$ cat src/hw/rtl/bblf_pkg.sv
package bblf_pkg;

   // sizing
   localparam int MAX_RADIUS = 31;
   localparam int PIXEL_BITS = 16;

   localparam int STORE_DEPTH = 2 * MAX_RADIUS + 1;
   localparam int ADDR_BITS   = $clog2(STORE_DEPTH);
   localparam int RAM_DEPTH   = 1 << ADDR_BITS;
   localparam int RADIUS_BITS = $clog2(MAX_RADIUS + 1);
   localparam int CNT_BITS    = RADIUS_BITS + 1;
   localparam int POS_BITS    = 6;
   localparam int POS_LIMIT   = 63;
   localparam int D_BITS      = POS_BITS + 1;
   localparam int SUM_BITS    = PIXEL_BITS + ADDR_BITS;

   // fixed point
   localparam int FRAC_BITS   = 16;
   localparam int RECIP_BITS  = 17;
   localparam int PROD_BITS   = SUM_BITS + RECIP_BITS;
   localparam int RND_BITS    = PROD_BITS + 1;

   // register file
   localparam int RADIUS_FIELD_BITS = 5;
   localparam int CSR_DATA_BITS     = 17;
   localparam int CSR_INDEX_BITS    = 1;
   localparam logic [CSR_INDEX_BITS-1:0] CSR_RADIUS = 1'd0;
   localparam logic [CSR_INDEX_BITS-1:0] CSR_RECIP  = 1'd1;
   localparam logic [RECIP_BITS-1:0]     RECIP_RESET = RECIP_BITS'(1 << FRAC_BITS);

   typedef struct packed {
      logic [PIXEL_BITS-1:0] pixel_in;
      logic                  line_end_in;
   } req_beat_type;

   typedef struct packed {
      logic [PIXEL_BITS-1:0] pixel_out;
      logic                  line_end_out;
   } rsp_beat_type;

   // controller to datapath
   typedef struct packed {
      logic load;
      logic start_out;
      logic issue;
      logic mul;
      logic round;
      logic next_out;
   } bblf_cmd_type;

   // datapath to controller
   typedef struct packed {
      logic emit_any;
      logic terms_last;
      logic more_out;
      logic out_busy;
   } bblf_status_type;

endpackage

$ cat src/hw/rtl/bblf_ram.sv
module bblf_ram #(
   parameter int WIDTH = 16,
   parameter int DEPTH = 64
) (
   input  logic                     clock,
   input  logic                     wr_en,
   input  logic [$clog2(DEPTH)-1:0] wr_addr,
   input  logic [WIDTH-1:0]         wr_data,
   input  logic                     rd_en,
   input  logic [$clog2(DEPTH)-1:0] rd_addr,
   output logic [WIDTH-1:0]         rd_data
);

   logic [WIDTH-1:0] mem_ff [DEPTH];
   logic [WIDTH-1:0] rd_data_ff;

   // one write port, one registered read port
   always_ff @(posedge clock) begin
      if (wr_en) begin
         mem_ff[wr_addr] <= wr_data;
      end
      if (rd_en) begin
         rd_data_ff <= mem_ff[rd_addr];
      end
   end

   assign rd_data = rd_data_ff;

endmodule

$ cat src/hw/rtl/bblf_ctrl.sv
module bblf_ctrl (
   input  logic                      clock,
   input  logic                      reset,
   input  logic                      req_valid,
   output logic                      req_stall,
   output bblf_pkg::bblf_cmd_type    cmd,
   input  bblf_pkg::bblf_status_type status
);

   typedef enum logic [2:0] {
      S_IDLE,
      S_PLAN,
      S_SUM,
      S_ACC,
      S_MUL,
      S_RND
   } state_type;

   state_type state_ff, state_in;
   logic      stall_ff, stall_in;
   logic      accept;

   assign accept    = req_valid && !stall_ff;
   assign req_stall = stall_ff;

   // next state and commands
   always_comb begin
      state_in = state_ff;
      cmd      = '0;
      unique case (state_ff)
         S_IDLE: begin
            if (accept) begin
               cmd.load = 1'b1;
               state_in = S_PLAN;
            end
         end
         S_PLAN: begin
            if (status.emit_any) begin
               cmd.start_out = 1'b1;
               state_in      = S_SUM;
            end else begin
               state_in = S_IDLE;
            end
         end
         S_SUM: begin
            cmd.issue = 1'b1;
            if (status.terms_last) begin
               state_in = S_ACC;
            end
         end
         S_ACC: begin
            state_in = S_MUL;
         end
         S_MUL: begin
            cmd.mul  = 1'b1;
            state_in = S_RND;
         end
         S_RND: begin
            if (!status.out_busy) begin
               cmd.round = 1'b1;
               if (status.more_out) begin
                  cmd.next_out = 1'b1;
                  state_in     = S_SUM;
               end else begin
                  state_in = S_IDLE;
               end
            end
         end
         default: begin
            state_in = S_IDLE;
         end
      endcase
   end

   assign stall_in = (state_in != S_IDLE);

   // state and input stall
   always_ff @(posedge clock) begin
      if (reset) begin
         state_ff <= S_IDLE;
         stall_ff <= 1'b1;
      end else begin
         state_ff <= state_in;
         stall_ff <= stall_in;
      end
   end

endmodule

$ cat src/hw/rtl/bblf_datapath.sv
module bblf_datapath (
   input  logic                                     clock,
   input  logic                                     reset,
   input  logic                                     csr_wr_en,
   input  logic [bblf_pkg::CSR_INDEX_BITS-1:0]      csr_index,
   input  logic [bblf_pkg::CSR_DATA_BITS-1:0]       csr_wr_data,
   input  bblf_pkg::req_beat_type                   req_beat,
   output logic                                     rsp_valid,
   input  logic                                     rsp_stall,
   output bblf_pkg::rsp_beat_type                   rsp_beat,
   input  bblf_pkg::bblf_cmd_type                   cmd,
   output bblf_pkg::bblf_status_type                status
);

   typedef enum logic [1:0] {
      SRC_RAM,
      SRC_NEWEST,
      SRC_FIRST
   } src_type;

   // configuration
   logic [bblf_pkg::RADIUS_FIELD_BITS-1:0] radius_ff, radius_in;
   logic [bblf_pkg::RECIP_BITS-1:0]        recip_ff, recip_in;
   logic [bblf_pkg::RADIUS_BITS-1:0]       r_eff;

   // line state
   logic [bblf_pkg::ADDR_BITS-1:0]  wp_ff, wp_in;
   logic [bblf_pkg::PIXEL_BITS-1:0] newest_ff, newest_in;
   logic [bblf_pkg::PIXEL_BITS-1:0] first_ff, first_in;
   logic [bblf_pkg::POS_BITS-1:0]   pos_ff, pos_in;
   logic [bblf_pkg::POS_BITS-1:0]   item_pos_ff, item_pos_in;
   logic                            last_item_ff, last_item_in;

   // window walk
   logic [bblf_pkg::RADIUS_BITS-1:0] off_ff, off_in, off_start, off_next;
   logic signed [bblf_pkg::D_BITS-1:0] d_ff, d_in;
   logic [bblf_pkg::CNT_BITS-1:0]    cnt_ff, cnt_in, cnt_start;
   logic                             rd_valid_ff, rd_valid_in;
   src_type                          sel_ff, sel_in;
   logic [bblf_pkg::ADDR_BITS-1:0]   rd_addr;
   logic [bblf_pkg::PIXEL_BITS-1:0]  rd_data;
   logic [bblf_pkg::PIXEL_BITS-1:0]  term;
   logic [bblf_pkg::SUM_BITS-1:0]    sum_ff, sum_in;
   logic [bblf_pkg::PROD_BITS-1:0]   prod_ff, prod_in;

   // output stage
   logic [bblf_pkg::RND_BITS-1:0]              rnd;
   logic [bblf_pkg::RND_BITS-bblf_pkg::FRAC_BITS-1:0] quo;
   logic [bblf_pkg::PIXEL_BITS-1:0]            pix_sat;
   logic                                       rsp_valid_ff, rsp_valid_in;
   bblf_pkg::rsp_beat_type                     rsp_beat_ff, rsp_beat_in;

   // register writes
   always_comb begin
      radius_in = radius_ff;
      recip_in  = recip_ff;
      if (csr_wr_en) begin
         unique case (csr_index)
            bblf_pkg::CSR_RADIUS:
               radius_in = csr_wr_data[bblf_pkg::RADIUS_FIELD_BITS-1:0];
            bblf_pkg::CSR_RECIP:
               recip_in = csr_wr_data[bblf_pkg::RECIP_BITS-1:0];
            default: begin
            end
         endcase
      end
   end

   assign r_eff = (radius_ff > bblf_pkg::RADIUS_FIELD_BITS'(bblf_pkg::MAX_RADIUS))
                  ? bblf_pkg::RADIUS_BITS'(bblf_pkg::MAX_RADIUS)
                  : radius_ff[bblf_pkg::RADIUS_BITS-1:0];

   // take in one pixel beat
   always_comb begin
      wp_in        = wp_ff;
      newest_in    = newest_ff;
      first_in     = first_ff;
      pos_in       = pos_ff;
      item_pos_in  = item_pos_ff;
      last_item_in = last_item_ff;
      if (cmd.load) begin
         wp_in        = wp_ff + 1'b1;
         newest_in    = req_beat.pixel_in;
         item_pos_in  = pos_ff;
         last_item_in = req_beat.line_end_in;
         if (pos_ff == '0) begin
            first_in = req_beat.pixel_in;
         end
         if (req_beat.line_end_in) begin
            pos_in = '0;
         end else if (pos_ff != bblf_pkg::POS_BITS'(bblf_pkg::POS_LIMIT)) begin
            pos_in = pos_ff + 1'b1;
         end
      end
   end

   // first output offset: r normally, fewer on a short line at its end
   always_comb begin
      if (last_item_ff && (item_pos_ff < bblf_pkg::POS_BITS'(r_eff))) begin
         off_start = item_pos_ff[bblf_pkg::RADIUS_BITS-1:0];
      end else begin
         off_start = r_eff;
      end
   end

   assign off_next  = off_ff - 1'b1;
   assign cnt_start = {r_eff, 1'b0};

   // walk the window terms, one read per cycle
   always_comb begin
      off_in      = off_ff;
      d_in        = d_ff;
      cnt_in      = cnt_ff;
      rd_valid_in = 1'b0;
      sel_in      = sel_ff;
      rd_addr     = wp_ff - d_ff[bblf_pkg::ADDR_BITS-1:0];
      if (cmd.start_out) begin
         off_in = off_start;
         d_in   = $signed(bblf_pkg::D_BITS'(off_start)) - $signed(bblf_pkg::D_BITS'(r_eff));
         cnt_in = cnt_start;
      end else if (cmd.next_out) begin
         off_in = off_next;
         d_in   = $signed(bblf_pkg::D_BITS'(off_next)) - $signed(bblf_pkg::D_BITS'(r_eff));
         cnt_in = cnt_start;
      end else if (cmd.issue) begin
         d_in        = d_ff + $signed(bblf_pkg::D_BITS'(1));
         cnt_in      = cnt_ff - 1'b1;
         rd_valid_in = 1'b1;
         if (d_ff[bblf_pkg::D_BITS-1]) begin
            sel_in = SRC_NEWEST;
         end else if (d_ff[bblf_pkg::POS_BITS-1:0] > item_pos_ff) begin
            sel_in = SRC_FIRST;
         end else begin
            sel_in = SRC_RAM;
         end
      end
   end

   bblf_ram #(
      .WIDTH (bblf_pkg::PIXEL_BITS),
      .DEPTH (bblf_pkg::RAM_DEPTH)
   ) u_window (
      .clock   (clock),
      .wr_en   (cmd.load),
      .wr_addr (wp_in),
      .wr_data (req_beat.pixel_in),
      .rd_en   (cmd.issue),
      .rd_addr (rd_addr),
      .rd_data (rd_data)
   );

   // accumulate the selected term
   always_comb begin
      case (sel_ff)
         SRC_NEWEST: term = newest_ff;
         SRC_FIRST:  term = first_ff;
         default:    term = rd_data;
      endcase
      sum_in = sum_ff;
      if (cmd.start_out || cmd.next_out) begin
         sum_in = '0;
      end else if (rd_valid_ff) begin
         sum_in = sum_ff + bblf_pkg::SUM_BITS'(term);
      end
   end

   // scale by the reciprocal
   assign prod_in = cmd.mul ? (bblf_pkg::PROD_BITS'(sum_ff) * bblf_pkg::PROD_BITS'(recip_ff))
                            : prod_ff;

   // round half up and saturate
   assign rnd = bblf_pkg::RND_BITS'(prod_ff)
              + bblf_pkg::RND_BITS'(1 << (bblf_pkg::FRAC_BITS - 1));
   assign quo = rnd[bblf_pkg::RND_BITS-1:bblf_pkg::FRAC_BITS];
   assign pix_sat = (|quo[$bits(quo)-1:bblf_pkg::PIXEL_BITS])
                    ? '1 : quo[bblf_pkg::PIXEL_BITS-1:0];

   // output register
   always_comb begin
      rsp_beat_in  = rsp_beat_ff;
      rsp_valid_in = rsp_valid_ff;
      if (cmd.round) begin
         rsp_beat_in.pixel_out    = pix_sat;
         rsp_beat_in.line_end_out = last_item_ff && (off_ff == '0);
         rsp_valid_in             = 1'b1;
      end else if (rsp_valid_ff && !rsp_stall) begin
         rsp_valid_in = 1'b0;
      end
   end

   // control state
   always_ff @(posedge clock) begin
      if (reset) begin
         radius_ff    <= '0;
         recip_ff     <= bblf_pkg::RECIP_RESET;
         wp_ff        <= '0;
         pos_ff       <= '0;
         first_ff     <= '0;
         sum_ff       <= '0;
         rd_valid_ff  <= 1'b0;
         rsp_valid_ff <= 1'b0;
      end else begin
         radius_ff    <= radius_in;
         recip_ff     <= recip_in;
         wp_ff        <= wp_in;
         pos_ff       <= pos_in;
         first_ff     <= first_in;
         sum_ff       <= sum_in;
         rd_valid_ff  <= rd_valid_in;
         rsp_valid_ff <= rsp_valid_in;
      end
   end

   // payload state
   always_ff @(posedge clock) begin
      newest_ff    <= newest_in;
      item_pos_ff  <= item_pos_in;
      last_item_ff <= last_item_in;
      off_ff       <= off_in;
      d_ff         <= d_in;
      cnt_ff       <= cnt_in;
      sel_ff       <= sel_in;
      prod_ff      <= prod_in;
      rsp_beat_ff  <= rsp_beat_in;
   end

   assign status.emit_any   = last_item_ff || (item_pos_ff >= bblf_pkg::POS_BITS'(r_eff));
   assign status.terms_last = (cnt_ff == '0);
   assign status.more_out   = last_item_ff && (off_ff != '0);
   assign status.out_busy   = rsp_valid_ff && rsp_stall;

   assign rsp_valid = rsp_valid_ff;
   assign rsp_beat  = rsp_beat_ff;

endmodule

$ cat src/hw/rtl/box_blur_line_filter.sv
// One-dimensional box filter with edge replication over a stream of lines.
// Each result pixel j is the sum of input pixels j-radius..j+radius (indexes
// clamped to the first and last pixel of the line) times the reciprocal in
// Q1.16, rounded half up and saturated. Result j leaves after input j+radius;
// the last pixel of a line flushes all pending results of that line. The
// block takes one pixel beat at a time. The window sum of each result is
// built one term per cycle through the single read port of the 64-entry
// window memory, then multiplied and rounded. A finished result waits in
// an output register, so the next pixel is taken while it is stalled.
// Configuration must be written only while the block is idle; the block
// itself does not enforce this. There is no clearing pass after reset.
module box_blur_line_filter (
   input  logic                                clock,
   input  logic                                reset,
   input  logic                                req_valid,
   output logic                                req_stall,
   input  bblf_pkg::req_beat_type              req_beat,
   output logic                                rsp_valid,
   input  logic                                rsp_stall,
   output bblf_pkg::rsp_beat_type              rsp_beat,
   input  logic                                csr_wr_en,
   input  logic [bblf_pkg::CSR_INDEX_BITS-1:0] csr_index,
   input  logic [bblf_pkg::CSR_DATA_BITS-1:0]  csr_wr_data
);

   bblf_pkg::bblf_cmd_type    cmd;
   bblf_pkg::bblf_status_type status;

   // sequencer
   bblf_ctrl u_ctrl (
      .clock     (clock),
      .reset     (reset),
      .req_valid (req_valid),
      .req_stall (req_stall),
      .cmd       (cmd),
      .status    (status)
   );

   // window store, sum, scale and output register
   bblf_datapath u_datapath (
      .clock       (clock),
      .reset       (reset),
      .csr_wr_en   (csr_wr_en),
      .csr_index   (csr_index),
      .csr_wr_data (csr_wr_data),
      .req_beat    (req_beat),
      .rsp_valid   (rsp_valid),
      .rsp_stall   (rsp_stall),
      .rsp_beat    (rsp_beat),
      .cmd         (cmd),
      .status      (status)
   );

   // an accepted beat closes the input until its work is done
   assert property (@(posedge clock) disable iff (reset)
      (req_valid && !req_stall) |=> req_stall)
      else $error("input not closed after an accepted beat");

   // a rounded result always shows up on the output
   assert property (@(posedge clock) disable iff (reset)
      cmd.round |=> rsp_valid)
      else $error("rounded result did not reach the output");

   // the final term is followed by accumulate and then multiply
   assert property (@(posedge clock) disable iff (reset)
      (cmd.issue && status.terms_last) |=> !cmd.issue ##1 cmd.mul)
      else $error("window sum not followed by multiply");

endmodule
$ cat config.mk
export PLATFORM = sky130hd
export DESIGN_NAME = box_blur_line_filter
export DESIGN_NICKNAME = d
export VERILOG_FILES = /design/src/hw/rtl/bblf_pkg.sv /design/src/hw/rtl/bblf_ram.sv /design/src/hw/rtl/bblf_ctrl.sv /design/src/hw/rtl/bblf_datapath.sv /design/src/hw/rtl/box_blur_line_filter.sv
export SDC_FILE = /design/constraint.sdc
export NUM_CORES = 2
export LEC_CHECK = 0
export ABC_AREA = 1
export BUFFER_PORTS_ARGS = -buffer_cell sky130_fd_sc_hd__buf_2
export CELL_PAD_IN_SITES_DETAIL_PLACEMENT = 1
export CELL_PAD_IN_SITES_GLOBAL_PLACEMENT = 2
export CORE_MARGIN = 2
export CORE_UTILIZATION = 45
export CTS_CLUSTER_DIAMETER = 120
export DETAILED_ROUTE_END_ITERATION = 16
export PLACE_DENSITY = 0.8
export SLEW_MARGIN = 25
export SYNTH_ARGS = -nofsm -noshare
export SYNTH_HDL_FRONTEND = slang
export SYNTH_SLANG_ARGS = --single-unit
export TNS_END_PERCENT = 5
$ cat constraint.sdc
create_clock -name clock -period 16.45 [get_ports clock]
set_clock_uncertainty 0.15 [all_clocks]
set_input_delay 3.29 -clock clock [delete_from_list [all_inputs] [get_ports clock]]
set_output_delay 3.29 -clock clock [all_outputs]
set_load 0.01 [all_outputs]
# After elaboration in Yosys (flattened, before gate mapping)
# Memories as Yosys holds them, arrays and structs flattened. A register that Yosys moved wholly into a read port is not among the register bits.
# Cells that the tools add are included.
[classes]
addsub = 10
multipliers = 1
magnitude_cmp = 4
eq_ne = 8
mux = 35
bitwise_logic = 3
reduce_logical = 29
[ops]
columns = ["op", "n"]
rows = [
  ["$add A39 B16 Y40 const B", 1],
  ["$mul A22 B17 Y39", 1],
  ["$mux W6", 6],
  ["$pmux W16 S2", 1],
  ["$add A22 B16 Y22", 1],
  ["$mux W7", 3],
  ["$mux W5", 4],
  ["$pmux W3 S6", 1],
  ["$add A6 B1 Y6 const B", 2],
  ["$logic_not A6 Y1", 2],
  ["$mux W1", 12],
  ["$sub A5 B5 Y6", 2],
  ["$mux W2", 5],
  ["$mux W3", 3],
  ["$reduce_and A2 Y1", 4],
  ["$reduce_or A8 Y1", 1],
  ["$add A7 B2 Y7 const B", 1],
  ["$eq A3 B2 Y1 const B", 2],
  ["$eq A3 B3 Y1 const B", 2],
  ["$ge A6 B5 Y1", 1],
  ["$gt A6 B6 Y1", 1],
  ["$logic_and A1 B1 Y1", 6],
  ["$lt A6 B5 Y1", 1],
  ["$ne A6 B6 Y1 const B", 1],
  ["18 further kinds", 26],
]
[totals]
ff_bits = 177
mem_bits_rw = 1024
input_bits = 40
out_inout_bits = 19
word_cells = 112
memories = 1
[memory_table]
columns = ["name", "depth", "word_bits", "read_ports", "rd_clocked_by_memory_dff", "wr", "line_no", "text"]
rows = [
  ["u_datapath.u_window.mem_ff", 64, 16, 1, 1, 1, "bblf_ram.sv:14", "logic [WIDTH-1:0] mem_ff [DEPTH];"],
]

# Depth between registers and ports, before layout
[logic_depth]
word_depth = 8
ltp_mapped = 27
ltp_nobuf = 25

# Hierarchy
# From an unflattened synthesis, not the netlist that was laid out.
[hier_totals]
hier_cells = 6315
area_unflattened_um2 = 63835.0
[by_module_without_submodules]
columns = ["mod", "n_inst", "cells_per_inst", "area_per_inst_um2", "seq_area_each_um2"]
rows = [
  ["bblf_ram", 1, 3517, 42259.3, 31230.0],
  ["bblf_datapath", 1, 2759, 21291.7, 3993.8],
  ["bblf_ctrl", 1, 39, 284.0, 80.1],
]

# Worst setup path after synthesis
# No wires, ideal clock.
[synth_path]
path_kind = "input to register"
startpoint = "input port req_valid"
endpoint = "memory u_datapath.u_window.mem_ff[10][0] (enable)"
setup_time_ns = 0.389
t_arrival_ns = 5.201
required_time_ns = 15.911
setup_slack_ns = 10.710
path_stages = 8
n_path_buf = 0
cell_sequence = "inv_1 nor2_1 nand3_2 nor2_4 nand4_4 xor2_4 nand3_1 nor2_1"
[synth_between]
elab_chain_len = 5
elab_cells_between_ends = 6
cone_classes = "mux (5); reduce/logical (1)"
[synth_rtl]
columns = ["item", "line_no", "text"]
rows = [
  ["start, declared", "box_blur_line_filter.sv:15", "input logic req_valid,"],
  ["$logic_and A1 B1 Y1 (*)", "bblf_ctrl.sv:23", "assign accept = req_valid && !stall_ff;"],
  ["$mux W1 (*)", "bblf_ctrl.sv:32", "if (accept) begin"],
  ["$mux W1 (*)", "bblf_ctrl.sv:30", "unique case (state_ff)"],
  ["$mux W1", "bblf_ram.sv:19", "if (wr_en) begin"],
  ["$mux W1 (implied by the code)", "bblf_ram.sv:20", "mem_ff[wr_addr] <= wr_data;"],
  ["end, declared", "bblf_ram.sv:14", ""],
]
# Every way passes the cells marked *; elsewhere a longest branch is shown, timed or not.

# Worst setup path in the final report
[layout_path]
startpoint = "register u_datapath.sum_ff[11] in the netlist's numbering"
endpoint = "register u_datapath.prod_ff[34] in the netlist's numbering (data pin)"
[layout_between]
elab_chain_len = 1
[layout_rtl]
columns = ["item", "line_no", "text"]
rows = [
  ["start, declared", "bblf_datapath.sv:43", "logic [bblf_pkg::SUM_BITS-1:0] sum_ff, sum_in;"],
  ["start signal, assigned", "bblf_datapath.sv:208", "sum_ff <= sum_in;"],
  ["$mul A22 B17 Y39", "bblf_datapath.sv:168", "assign prod_in = cmd.mul ? (bblf_pkg::PROD_BITS'(sum_ff) * bblf_pkg::PROD_BITS'(recip_ff))"],
  ["end signal, assigned", "bblf_datapath.sv:223", "prod_ff <= prod_in;"],
  ["end, declared", "bblf_datapath.sv:44", "logic [bblf_pkg::PROD_BITS-1:0] prod_ff, prod_in;"],
]
# Every way passes these cells.
# A chain may end at the register's enable or synchronous reset.

==> metrics.yaml <==
status: "finished clean"
period_needed_ps: 6660
cts.sinks: 1202
yosysTopAreaCell: "edfxtp_1"
r2r_start: "u_datapath.sum_ff[11]"
coreArea_sq_mm: 0.139
cp_cell_sequence: "nand2_1 > fa_1 > inv_1 > fa_1 > inv_1 > fa_1 > inv_1 > fa_1 > fa_1 > inv_1 > fa_1 > inv_1 > ha_1 > nand2_1 > nor2_1 > nand2_1 > o21ai_0 > nand3_1 > nand3_1 > nand2_1"
min-delay-start: "u_datapath.pos_ff[0]"
finalSetupTns_ps: 0
synth_top_area_share: 0.537
cpMaxStageDelayCell: "dfxtp_1"
place.gp.congestion: 0.890
cp_num_buf_inv: 5
die_y_um: 378
drt_first_pass_iters: 5
syn-num-nets: 6387
worstSetupPathType: "register to register"
ys_seq_area_frac: 0.562
endpoint_kind: "register"
holdPathStages: 0
ant_nets: 0
path_delay_family: "adder cells"
hold_class: "register to register"
io_pins: 59
drt_iter0_markers: 3366
slowest_delay_ps: 1050
portBuffers: 58
arrival_ps: 7030
rows: 137
synth-warning-count: 0
grt_antenna_before_repair: 1
initial_core_util: 0.452
clk-insertion-delay-late_ps: 780
grt_pass1_vias: 46700
synth.avg_cell_area_sq_um: 10.7
slew_violations: 0
drt-wirelength-per-cell_um: 23.8
cts_tree: "yes"
synth_area_leaders: "edfxtp_1, fa_1, nor2_1, o21ai_0, nand2_1"
peakVddDrop_mv: 0.125
cts.path.max_buffers: 3
rsz0062_at_grt: "false"
postPlaceCellArea_sq_mm: 0.0650
grt.total_usage: 0.265
root_buffer: "clkbuf_16"
ff2ff_path_depth: 20
cap_viol_max_count: 0
hold_viol: 0
final_area_sq_mm: 0.0694
synth.distinct_cells: 56
fp.dieArea_sq_mm: 0.143
dieWidth_um: 378
grt_max_degree: 179
avgViaCountPerCell: 5.56
drc: 0
yosys_register_bits: 1202
critPathMaxFanout: 19
postSynthCellCount: 5883
max_slew.worst_pin.slew_ps: 1120
area_delta_synth_final_pct: 10.5
ctsResizeCount: 0
setup_viol: 0
final_util: 0.499
grt_pass1_wl_mm: 284
start_kind: "register"
reg2reg_setup_slack_ps: 9790
max_freq_mhz: 150
path_clk_slew_ps: 60
netlist_area_sq_mm: 0.0629
fin_crit_sh: 0.405
hpwl_mm: 117
vias: 43700
path_depth: 20
fin_nets: 6374
slew_headroom: 0.255
diodes: 0
drive_gt1_frac: 0.0759
leakagePower_nw: 26.6
crit_path_frequent_cell: "fa_1"
power.density_mw_per_mm2: 110
wirelength_mm: 187
overflow: 0
cts-buffers-inserted: 135
required_ps: 16820
hold_end: "u_datapath.item_pos_ff[0]"
r2r_end: "u_datapath.prod_ff[34]"
htree_levels: 4
cts_setup_buffers: 0
cts_hold_buf: 0
layout make-up:
type                            count  area (sq um)
Multi-Input combinational cell   3671         23500
Inverter                          684          2590
Clock inverter                     67           786
Sequential cell                  1202         35300
Fill cell                       14900         69600
Clock buffer                      179          3670
Tap cell                         1876          2350
Timing Repair Buffer              176          1210
cell families after synthesis:
group,synth area share
simple gates,0.139
flops,0.562
compound gates,0.0966
buf+inv,0.0657
fa+ha+maj,0.128
xor+xnor,0.00912
per-layer routing:
metal,track usage,vias to the layer above,wire length [um]
met4,0.111,0,7720
met2,0.451,1032,92100
met1,0.343,22400,79400
met5,0,-,0
li1,-,19900,-
met3,0.0302,322,7920
per-stage QoR:
stage / hold WS (ps) / power (mW) / worst slack [ps] / instances
floorplan: 287 / 4.21 / 10710 / 5883
global placement: 315 / 4.65 / 9740 / 7609
detailed placement: 321 / 4.67 / 9860 / 7609
CTS: 334 / 7.72 / 9810 / 7855
global route: 343 / 7.94 / 9410 / 7855
finish: 330 / 7.67 / 9790 / 7855
sequential cells by signal (all words and copies together) (netlist names):
name / count
u_datapath.prod_ff: 24
u_datapath.off_ff: 5
u_datapath.rd_valid_ff: 1
u_datapath.u_window.rd_data: 16
u_datapath.sel_ff: 2
u_datapath.cnt_ff: 6
u_datapath.first_ff: 16
u_datapath.d_ff: 7
u_datapath.recip_ff: 17
u_datapath.last_item_ff: 1
u_datapath.u_window.mem_ff: 1024
u_datapath.rsp_valid: 1
u_datapath.sum_ff: 22
u_datapath.newest_ff: 16
u_ctrl.state_ff: 3
u_datapath.radius_ff: 5
u_ctrl.req_stall: 1
u_datapath.pos_ff: 6
u_datapath.rsp_beat: 17
u_datapath.wp_ff: 6
u_datapath.item_pos_ff: 6
Yosys cell counts (all sizes together):
| master | number |
|---|---|
| buf | 121 |
| and2 | 1 |
| nand2 | 712 |
| clkbuf | 205 |
| a221o | 16 |
| a31oi | 3 |
| nand3 | 331 |
| xnor2 | 15 |
| nor2 | 1000 |
| a21o | 9 |
| ha | 163 |
| and3 | 2 |
| a211oi | 6 |
| clkinv | 2 |
| o21bai | 3 |
| nor4 | 3 |
| nor3 | 28 |
| nand3b | 6 |
| a21boi | 1 |
| xor2 | 44 |
| or3 | 1 |
| or2 | 5 |
| inv | 682 |
| o21ai | 631 |
| fa | 301 |
| nor3b | 5 |
| o31ai | 3 |
| nand4 | 15 |
| a21oi | 101 |
| edfxtp | 1123 |
| o221ai | 48 |
| o211ai | 211 |
| o21a | 5 |
| a311oi | 1 |
| o211a | 1 |
| dfxtp | 79 |
cell usage in the layout, fill, tap and decap left out, types with 8 or more instances in the layout:
cell type  synthesis  final
edfxtp_1        1123   1123
nor2_1           982    975
nand2_1          707    706
inv_1            672    671
o21ai_0          624    624
nand3_1          313    313
fa_1             301    300
o211ai_1         211    211
ha_1             163    162
clkbuf_16          0    139
buf_4             10    115
a21oi_1          101    100
dfxtp_1           79     73
buf_2             50     58
o221ai_1          48     48
xor2_1            39     38
clkbuf_1         205     36
nor3_1            27     25
clkinv_1           2     23
clkinv_2           0     21
nor2_2            12     18
a221o_1           16     16
nand3_2           16     16
nand4_1           14     14
xnor2_1           14     13
bufinv_16          0     13
a21o_1             9      9
inv_2              9      8
worst max path at each step:
stage | from | endpoint
after floorplan | req_valid | u_datapath.u_window.mem_ff[10][0]
after global placement | u_datapath.recip_ff[2] | u_datapath.prod_ff[34]
after detailed placement | u_datapath.sum_ff[11] | u_datapath.prod_ff[34]
after CTS | u_datapath.sum_ff[11] | u_datapath.prod_ff[34]
after global routing | u_datapath.sum_ff[11] | u_datapath.prod_ff[34]
final | u_datapath.sum_ff[11] | u_datapath.prod_ff[34]
where the power goes:
group | leakage (nW) | switching (mW) | internal [mW]
Combinational | 13.7 | 0.901 | 0.311
Clock | 2.18 | 1.26 | 1.79
Sequential | 10.8 | 0.0277 | 3.38
No activity file was read; power rests on OpenSTA's default activity.
